### config.mk
export PLATFORM = sky130hd
export DESIGN_NAME = kseq_queue
export DESIGN_NICKNAME = d
export VERILOG_FILES = /design/src/sv/kseq_pkg.sv /design/src/sv/kseq_ram.sv /design/src/sv/kseq_queue.sv
export SDC_FILE = /design/constraint.sdc
export NUM_CORES = 1
export LEC_CHECK = 0
export ABC_AREA = 1
export ABC_CLOCK_PERIOD_IN_PS = 3300
export BUFFER_PORTS_ARGS = -buffer_cell sky130_fd_sc_hd__buf_2
export CAP_MARGIN = 20
export CELL_PAD_IN_SITES_DETAIL_PLACEMENT = 2
export CELL_PAD_IN_SITES_GLOBAL_PLACEMENT = 2
export CORE_UTILIZATION = 40
export CTS_BUF_LIST = sky130_fd_sc_hd__clkbuf_8
export DETAILED_ROUTE_END_ITERATION = 10
export GPL_TIMING_DRIVEN = 0
export PLACE_DENSITY_LB_ADDON = 0.12
export SKIP_LAST_GASP = 1
export SLEW_MARGIN = 15
export SYNTH_ARGS = -nofsm -noshare
export SYNTH_HDL_FRONTEND = slang
export SYNTH_HIERARCHICAL = 1
export SYNTH_SLANG_ARGS = --single-unit
### constraint.sdc
create_clock -name clk_i -period 3.3 [get_ports clk_i]
set_input_delay 0 -clock clk_i [delete_from_list [all_inputs] [get_ports clk_i]]
set_output_delay 0 -clock clk_i [all_outputs]
set_load 0.01 [all_outputs]
### src/sv/kseq_pkg.sv
`timescale 1ns / 1ps
// kseq_pkg: shared types and constants of the key state event queue
package kseq_pkg;

  localparam int KEY_CODES_DEF   = 512;
  localparam int QUEUE_DEPTH_DEF = 16;

  localparam int KEY_W    = 9;
  localparam int ACTION_W = 2;
  localparam int KIND_W   = 2;
  localparam int FILL_W   = 5;

  typedef enum logic [ACTION_W-1:0] {
    ACT_KEY_EVENT  = 2'd0,
    ACT_FRAME_POLL = 2'd1,
    ACT_POP        = 2'd2,
    ACT_QUERY      = 2'd3
  } action_e;

  // key event kinds, code 3 is unused and ignored
  localparam logic [KIND_W-1:0] KIND_RELEASE = 2'd0;
  localparam logic [KIND_W-1:0] KIND_PRESS   = 2'd1;
  localparam logic [KIND_W-1:0] KIND_REPEAT  = 2'd2;

  typedef struct packed {
    action_e            action;
    logic [KEY_W-1:0]   scan_code;
    logic [KIND_W-1:0]  key_action;
    logic               in_range;
  } item_t;

  typedef struct packed {
    logic is_down;
    logic was_pressed;
  } map_rsp_t;

  typedef struct packed {
    logic [KEY_W-1:0]  popped_key;
    logic              popped_valid;
    logic [FILL_W-1:0] fill;
  } queue_rsp_t;

endpackage

### src/sv/kseq_ram.sv
`timescale 1ns / 1ps
// kseq_ram: generic single-clock ram, one write port, one registered read port
module kseq_ram #(
  parameter int WIDTH = 8,
  parameter int DEPTH = 16
) (
  input  logic                                   clk_i,
  input  logic                                   we_i,
  input  logic [((DEPTH > 1) ? $clog2(DEPTH) : 1)-1:0] waddr_i,
  input  logic [WIDTH-1:0]                       wdata_i,
  input  logic                                   re_i,
  input  logic [((DEPTH > 1) ? $clog2(DEPTH) : 1)-1:0] raddr_i,
  output logic [WIDTH-1:0]                       rdata_o
);

  logic [WIDTH-1:0] mem_q [DEPTH];
  logic [WIDTH-1:0] rdata_q;

  always_ff @(posedge clk_i) begin
    if (we_i) begin
      mem_q[waddr_i] <= wdata_i;
    end
    if (re_i) begin
      rdata_q <= mem_q[raddr_i];
    end
  end

  assign rdata_o = rdata_q;

endmodule

### src/sv/kseq_queue.sv
`timescale 1ns / 1ps
// kseq_queue: key-down fifo as a circular buffer in ram
module kseq_queue #(
  parameter int QUEUE_DEPTH = kseq_pkg::QUEUE_DEPTH_DEF
) (
  input  logic                 clk_i,
  input  logic                 rst_ni,
  input  logic                 acc_i,
  input  kseq_pkg::item_t      item_i,
  output kseq_pkg::queue_rsp_t rsp_o
);

  localparam int PW = (QUEUE_DEPTH > 1) ? $clog2(QUEUE_DEPTH) : 1;
  localparam int CW = $clog2(QUEUE_DEPTH + 1);
  localparam logic [PW-1:0] LAST = PW'(QUEUE_DEPTH - 1);

  logic [CW-1:0] count_q, count_d;
  logic [PW-1:0] head_q, head_d;
  logic          pop_q;

  logic          full, empty, push, pop, queues;
  logic [PW:0]   tail_sum;
  logic [PW-1:0] tail;
  logic [kseq_pkg::KEY_W-1:0] rd_data;

  assign full   = (count_q == CW'(QUEUE_DEPTH));
  assign empty  = (count_q == '0);
  assign queues = item_i.in_range &&
                  ((item_i.key_action == kseq_pkg::KIND_PRESS) ||
                   (item_i.key_action == kseq_pkg::KIND_REPEAT));
  assign push   = acc_i && (item_i.action == kseq_pkg::ACT_KEY_EVENT) && queues && !full;
  assign pop    = acc_i && (item_i.action == kseq_pkg::ACT_POP) && !empty;

  // head plus count stays below twice the depth while not full
  assign tail_sum = {1'b0, head_q} + (PW+1)'(count_q);
  assign tail     = (tail_sum >= (PW+1)'(QUEUE_DEPTH)) ?
                    PW'(tail_sum - (PW+1)'(QUEUE_DEPTH)) : PW'(tail_sum);

  kseq_ram #(
    .WIDTH (kseq_pkg::KEY_W),
    .DEPTH (QUEUE_DEPTH)
  ) u_ram (
    .clk_i   (clk_i),
    .we_i    (push),
    .waddr_i (tail),
    .wdata_i (item_i.scan_code),
    .re_i    (pop),
    .raddr_i (head_q),
    .rdata_o (rd_data)
  );

  always_comb begin
    count_d = count_q;
    head_d  = head_q;
    if (acc_i && (item_i.action == kseq_pkg::ACT_FRAME_POLL)) begin
      count_d = '0;
    end else if (push) begin
      count_d = count_q + 1'b1;
    end else if (pop) begin
      count_d = count_q - 1'b1;
      head_d  = (head_q == LAST) ? '0 : head_q + 1'b1;
    end
  end

  always_ff @(posedge clk_i or negedge rst_ni) begin
    if (!rst_ni) begin
      count_q <= '0;
      head_q  <= '0;
      pop_q   <= 1'b0;
    end else begin
      count_q <= count_d;
      head_q  <= head_d;
      pop_q   <= pop;
    end
  end

  assign rsp_o.popped_key   = pop_q ? rd_data : '0;
  assign rsp_o.popped_valid = pop_q;
  assign rsp_o.fill         = kseq_pkg::FILL_W'(count_q);

  a_fill_bound : assert property (@(posedge clk_i) disable iff (!rst_ni)
    count_q <= CW'(QUEUE_DEPTH))
    else $error("fifo count above depth");

  a_pop_nonempty : assert property (@(posedge clk_i) disable iff (!rst_ni)
    pop_q |-> ($past(count_q) != '0) && (count_q == $past(count_q) - 1'b1))
    else $error("pop from empty fifo or bad count");

endmodule

==> results of run 1 <==
[kinds of logic after synthesis]
family | count (synthesis) | share of synthesized area
buf+inv | 168 | 0.101
xor+xnor | 7 | 0.00916
compound gates | 9 | 0.00799
flops | 163 | 0.645
fa+ha+maj | 9 | 0.0170
simple gates | 375 | 0.221
[metal layers]
metal / GRT usage / up-vias / part of all wire
met2: 0.472 / 96 / 0.52
li1: - / 2468 / -
met5: 0 / - / 0
met1: 0.320 / 2737 / 0.43
met3: 0.0363 / 31 / 0.027
met4: 0.0918 / 0 / 0.022
[metrics by stage]
stage               std cells  hold WS, ns
floorplan                 731       -0.296
global placement          991       -0.132
detailed placement        991       -0.123
CTS                      1035       0.0123
global route             1035       0.0154
finish                   1035       0.0313
[power groups by stage]
stage               clock network (mW)  logic, mW  registers (mW)
floorplan                            0       1.72            2.53
global placement                     0       2.63            2.55
detailed placement                   0       2.77            2.56
CTS                               1.68       2.81            2.51
global route                      1.74       3.04            2.53
finish                            1.64       2.80            2.51
[registers in the layout, indices dropped and copies added (netlist names)]
signal,cells
u_ram/mem_q,144
u_ram/rdata_o,9
count_q,5
head_q,4
pop_q,1
[layout make-up]
class | count | area [um2]
clock buffer | 17 | 234
tap | 229 | 287
sequential | 163 | 4840
multi-input combinational | 400 | 1910
inverter | 140 | 538
fill | 1895 | 9690
buffer | 28 | 219
clock inverter | 15 | 204
timing repair buffer | 43 | 275
[how the worst min path moves through the flow]
stage	to	cells past startpoint	slack (ns)	from
3_5_place_dp	pop_q	1	-0.12	rst_ni
4_1_cts	u_ram/mem_q[14][3]	1	0.01	item_i[6]
2_1_floorplan	count_q[0]	0	-0.30	rst_ni
6_report	u_ram/mem_q[2][3]	1	0.03	item_i[6]
3_3_place_gp	pop_q	1	-0.13	rst_ni
5_1_grt	u_ram/mem_q[2][3]	1	0.02	item_i[6]
[worst reg2reg max path, cell delays in order (launching register included)]
cell     delay, ns
dfrtp_1       0.57
ha_1          0.26
inv_1         0.07
fa_1          0.38
xnor2_1       0.30
nand3_1       0.22
nor2_1        0.87
[synthesized netlist by cell type (all sizes together)]
cell type / number / area share
nand2: 225 / 0.12
xnor2: 3 / 0.0035
a21oi: 4 / 0.0032
clkinv: 1 / 0.00050
dfrtp: 10 / 0.033
nor3: 1 / 0.00067
edfxtp: 153 / 0.61
xor2: 4 / 0.0057
fa: 2 / 0.0053
clkbuf: 1 / 0.00050
buf: 27 / 0.029
ha: 7 / 0.012
o21ai: 5 / 0.0048
nand3b: 2 / 0.0020
nand4: 2 / 0.0017
nor2: 24 / 0.015
nand3: 121 / 0.085
inv: 139 / 0.071
[timing repair]
action / in CTS / in global routing
setup buffers: 0 / 0
setup endpoints to repair: 0 / 0
hold endpoints to repair: 118 / 0
hold buffers: 12 / 0
==> results.md, run 1 <==
- Worst skew pair latency: between 0.4 and 0.5 ns
- Overall Global Routing Usage: 0.261
- CP max stage cell: nor2_1
- Kind of critical path: reg2reg
- Worst Setup End Kind: flip-flop
- Syn avg cell area: a little over 10 um2
- Crit path DAT: ~3.1 ns
- Global-route wire length before repair: roughly 36000 um
- Wire per inst: ~23 um
- Row count: 49
- Via count of the first global-routing pass: between 6000 and 7000
- Die Ht: around 140 um
- VDD IR-drop max: between 0.0003 and 0.0004 V
- Ports: 32
- Commonest cells after routing, fill and taps aside: nand2_1 (221), edfxtp_1 (153), inv_1 (133), nand3_1 (117), buf_2 (38)
- Layout area overhead: 13.3%
- 1st-iter DRT viols: slightly above 300
- Final wirelength: approximately 24000 um
- Final period util: 0.921
- Final Core Density: 0.468
- Yosys warnings: 6
- Reg-to-reg critical path startpoint: count_q[0]
- RSZ-0062 raised after global routing: no
- Slew headroom: 0.252
- Sequential Power Share: 0.361
- Hold crit path type: in2reg
- Die Span X: 139 um
- Drt drc: 0
- Avg Vias per Cell: 5.15
- Antenna Cells: 0
- Core area: between 15000 and 20000 um2
- Internal cell power: just over 4 mW
- Switching power: 2.86 mW
- Commonest non-fill, non-tap cell in the layout: nand2_1
- Worst setup margin: roughly 0.26 ns
- Final instance area: around 8500 um2
- FF-to-FF path depth: 6
- CP Max Fanout: 9
- Max Freq: about 330 MHz
- Dpl ws: a little over 0.3 ns
- Setup_tns: 0 ns
- CTS Buffer Depth: 2
- Largest net degree at the start of global routing: 17
- Logic pwr share: 0.403
- CTS tree: built
- Worst Setup EP: u_ram/mem_q[14][6]
- Crit path required time: ~3.4 ns
- Status: complete, no violations
- Sw Share: 0.412
- Stages on the worst setup path: 6
- Reg clk slew, reported paths: roughly 0.09 ns
- Post-layout nets: about 800
- Routed Antenna Nets: 0
- Routed via count: around 5300
- Syn Nets: around 760
- Worst Tran Pin Value: roughly 1.1 ns
- Final Skew: about 0.012 ns
- Overflow after GRT: 0
- Resized cells post-CTS: 0
- Setup-failing EPs final: 0
- Root buf cell: clkbuf_8
- Leak: ~3.8 nW
- Max Cap Viol: 0
- R2R setup slack: about 0.26 ns
- Period minus WS final: between 3 and 4 ns
- Critical path cell sequence: ha_1, inv_1, fa_1, xnor2_1, nand3_1, nor2_1
- Clock Sinks: between 150 and 200
- CP Launch Point: count_q[0]
- Share of cells above drive strength 1: 0.136
- Crit path buf inv count: 1
- Initial antenna violation count: 0
- Post-DP HPWL: 16000 um
- Largest delay contributor family on the critical path: simple AND/OR/NAND/NOR gates
- Register area share after synthesis: 0.645
- TritonCTS Buffers: 17
- Placed inst area: roughly 8000 um2
- Cell Pwr Density: roughly 800 nW/um2
- FF-to-FF End: u_ram/mem_q[14][6]
- Clock Power Share: 0.236
- Starting density of the core: 0.413
- Die area: about 19000 um2
- Port-buffer cells: 31
- Max H-tree Level: 4
- Mapped Cells: 731
- Startpoint Class: flip-flop
- Tot Pwr: approximately 7 mW
- Gp weighted congestion: roughly 0.80
- Yosys reg bits: 163
- Slowest stage delay, CP: approximately 0.87 ns
- Max-slew violations: 0
- Mapped cell area: between 7000 and 8000 um2
- Distinct cells, synth: 32
- Final Hold Viols: 0
- Pre-antenna DRT Iters: 6
Note: power is estimated with default switching activity, not from simulation.
==> inputs of run 2 (changes only) <==
CELL_PAD_IN_SITES_DETAIL_PLACEMENT = not set   (was 2)
CELL_PAD_IN_SITES_GLOBAL_PLACEMENT = not set   (was 2)
==> results.md, run 2 (same netlist as run 1, synthesis figures left out) <==
- Status: complete, no violations (unchanged)
- Kind of critical path: reg2reg (unchanged)
- Initial antenna violation count: 1 (was 0)
- Max Cap Viol: 0 (unchanged)
- Root buf cell: clkbuf_8 (unchanged)
- Crit path required time: 3.38 ns (about the same)
- Die Ht: 139 um (unchanged)
- Commonest cells after routing, fill and taps aside: nand2_1 (221), edfxtp_1 (153), inv_1 (133), nand3_1 (117), buf_2 (38) (unchanged)
- Row count: 49 (unchanged)
- Final wirelength: 18100 um (was 23500 um)
- Clock Sinks: 163 (unchanged)
- Layout area overhead: 12.8% (was 13.3%)
- Overall Global Routing Usage: 0.202 (was 0.261)
- Port-buffer cells: 31 (unchanged)
- Post-layout nets: 820 (was 819)
- Overflow after GRT: 0 (unchanged)
- Slew headroom: 0.348 (was 0.252)
- Met3 wire length: 794 um (was 642 um)
- 1st-iter DRT viols: 316 (was 309)
- Global-route wire length before repair: 28600 um (was 36300 um)
- Max reg flops: 144 (unchanged)
- Routed Antenna Nets: 0 (unchanged)
- Final Core Density: 0.466 (was 0.468)
- Max-slew violations: 0 (unchanged)
- Worst hold margin: 0.0375 ns (was 0.0313 ns)
- Final Skew: 0.0157 ns (was 0.0125 ns)
- Routed via count: 5056 (was 5332)
- Ports: 32 (unchanged)
- Post-DP HPWL: 12400 um (was 16000 um)
- Avg Vias per Cell: 4.88 (was 5.15)
- Pre-antenna DRT Iters: 7 (was 6)
- Max H-tree Level: 4 (unchanged)
- Final instance area: 8480 um2 (was 8520 um2)
- Placed inst area: 7960 um2 (unchanged)
- Die Span X: 139 um (unchanged)
- Hold crit path type: in2reg (unchanged)
- Core area: 18200 um2 (unchanged)
- Gp weighted congestion: 0.807 (was 0.797)
- Drt drc: 0 (unchanged)
- WL met2: 8610 um (was 12300 um)
- CTS tree: built (unchanged)
- Cell Pwr Density: 770 nW/um2 (was 815 nW/um2)
- CTS Buffer Depth: 2 (unchanged)
- Final Hold Viols: 0 (unchanged)
- Crit path DAT: 2.93 ns (was 3.12 ns)
- Leak: 3.76 nW (was 3.77 nW)
- Commonest non-fill, non-tap cell in the layout: nand2_1 (unchanged)
- Die area: 19300 um2 (unchanged)
- Largest Register: u_ram/mem_q (unchanged)
- Startpoint Class: flip-flop (unchanged)
- Period minus WS final: 2.85 ns (was 3.04 ns)
- CP Max Fanout: 9 (unchanged)
- Antenna Cells: 0 (unchanged)
- Final period util: 0.865 (was 0.921)
- Setup repair bufs after CTS: 0 (unchanged)
- Worst Setup End Kind: flip-flop (unchanged)
- Largest net degree at the start of global routing: 17 (unchanged)
- Worst skew pair latency: 0.46 ns (about the same)
- Max Used Layer: met4 (unchanged)
- Setup_tns: 0 ns (unchanged)
- Max Freq: 350 MHz (was 329 MHz)
- Filler cells: 1734 (was 1895)
- Reg clk slew, reported paths: 0.09 ns (about the same)
- TritonCTS Buffers: 17 (unchanged)
- RSZ-0062 raised after global routing: no (unchanged)
- Sequential cell area: 4840 um2 (unchanged)
- Share of cells above drive strength 1: 0.138 (was 0.136)
- Multi-input logic area: 1910 um2 (unchanged)
- Via count of the first global-routing pass: 5062 (was 6105)
- VDD IR-drop max: 0.000287 V (was 0.000346 V)
- Wire per inst: 17.5 um (was 22.7 um)
- Starting density of the core: 0.413 (unchanged)
- Worst Tran Pin Value: 0.975 ns (was 1.12 ns)
- Met1 Wirelength: 8350 um (was 10100 um)
- Setup-failing EPs final: 0 (unchanged)
-- run 2: repair_timing --
action / 4_1_cts / 5_1_grt
endpoints found under the setup margin: 0 / 0
gates resized for setup: 0 / 0
hold buffers: 12 / 1
hold endpoints to repair: 123 / 13
-- run 2: path summary, 6_finish.rpt --
path | startpoint | end | slack [ns] | cells after the start
setup reg to reg | count_q[0] | u_ram/mem_q[14][2] | 0.45 | 6
min in group asynchronous | rst_ni | head_q[0] | 0.54 | 3
hold / removal | acc_i | count_q[1] | 0.04 | 4
max in group asynchronous | rst_ni | count_q[4] | 2.46 | 3
setup / recovery | count_q[0] | u_ram/mem_q[14][2] | 0.45 | 6
hold reg to reg | count_q[4] | count_q[4] | 0.63 | 2
-- run 2: layout make-up --
type,count,share of cell area
sequential,163,0.571
multi-input combinational,400,0.226
inverter,140,0.0634
tap,229,0.0338
timing repair buffer,44,0.0336
clock buffer,17,0.0276
buffer,28,0.0258
clock inverter,15,0.0186
-- run 2: metal layers --
metal  up-vias  track usage
li1       2472            -
met1      2445        0.267
met2       109        0.333
met3        30       0.0411
met4         0       0.0678
met5         -            0
-- run 2: where the power goes --
part	internal (mW)	leakage, nW	switching, mW
clock network	0.678	0.197	0.773
registers	2.39	1.50	0.107
logic	0.853	2.06	1.73
total	3.92	3.76	2.61
-- run 2: critical path: stages (launching register included) --
cell     delay [ns]
dfrtp_1        0.56
ha_1           0.24
inv_1          0.06
fa_1           0.38
xnor2_1        0.30
nand3_1        0.20
nor2_1         0.74
-- run 2: per-stage QoR --
stage,worst slack [ns],power (mW),std cells
2_1_floorplan,0.909,4.26,731
3_3_place_gp,0.500,5.07,991
3_5_place_dp,0.445,5.10,991
4_1_cts,0.424,6.55,1035
5_1_grt,0.226,6.92,1036
6_report,0.446,6.53,1036
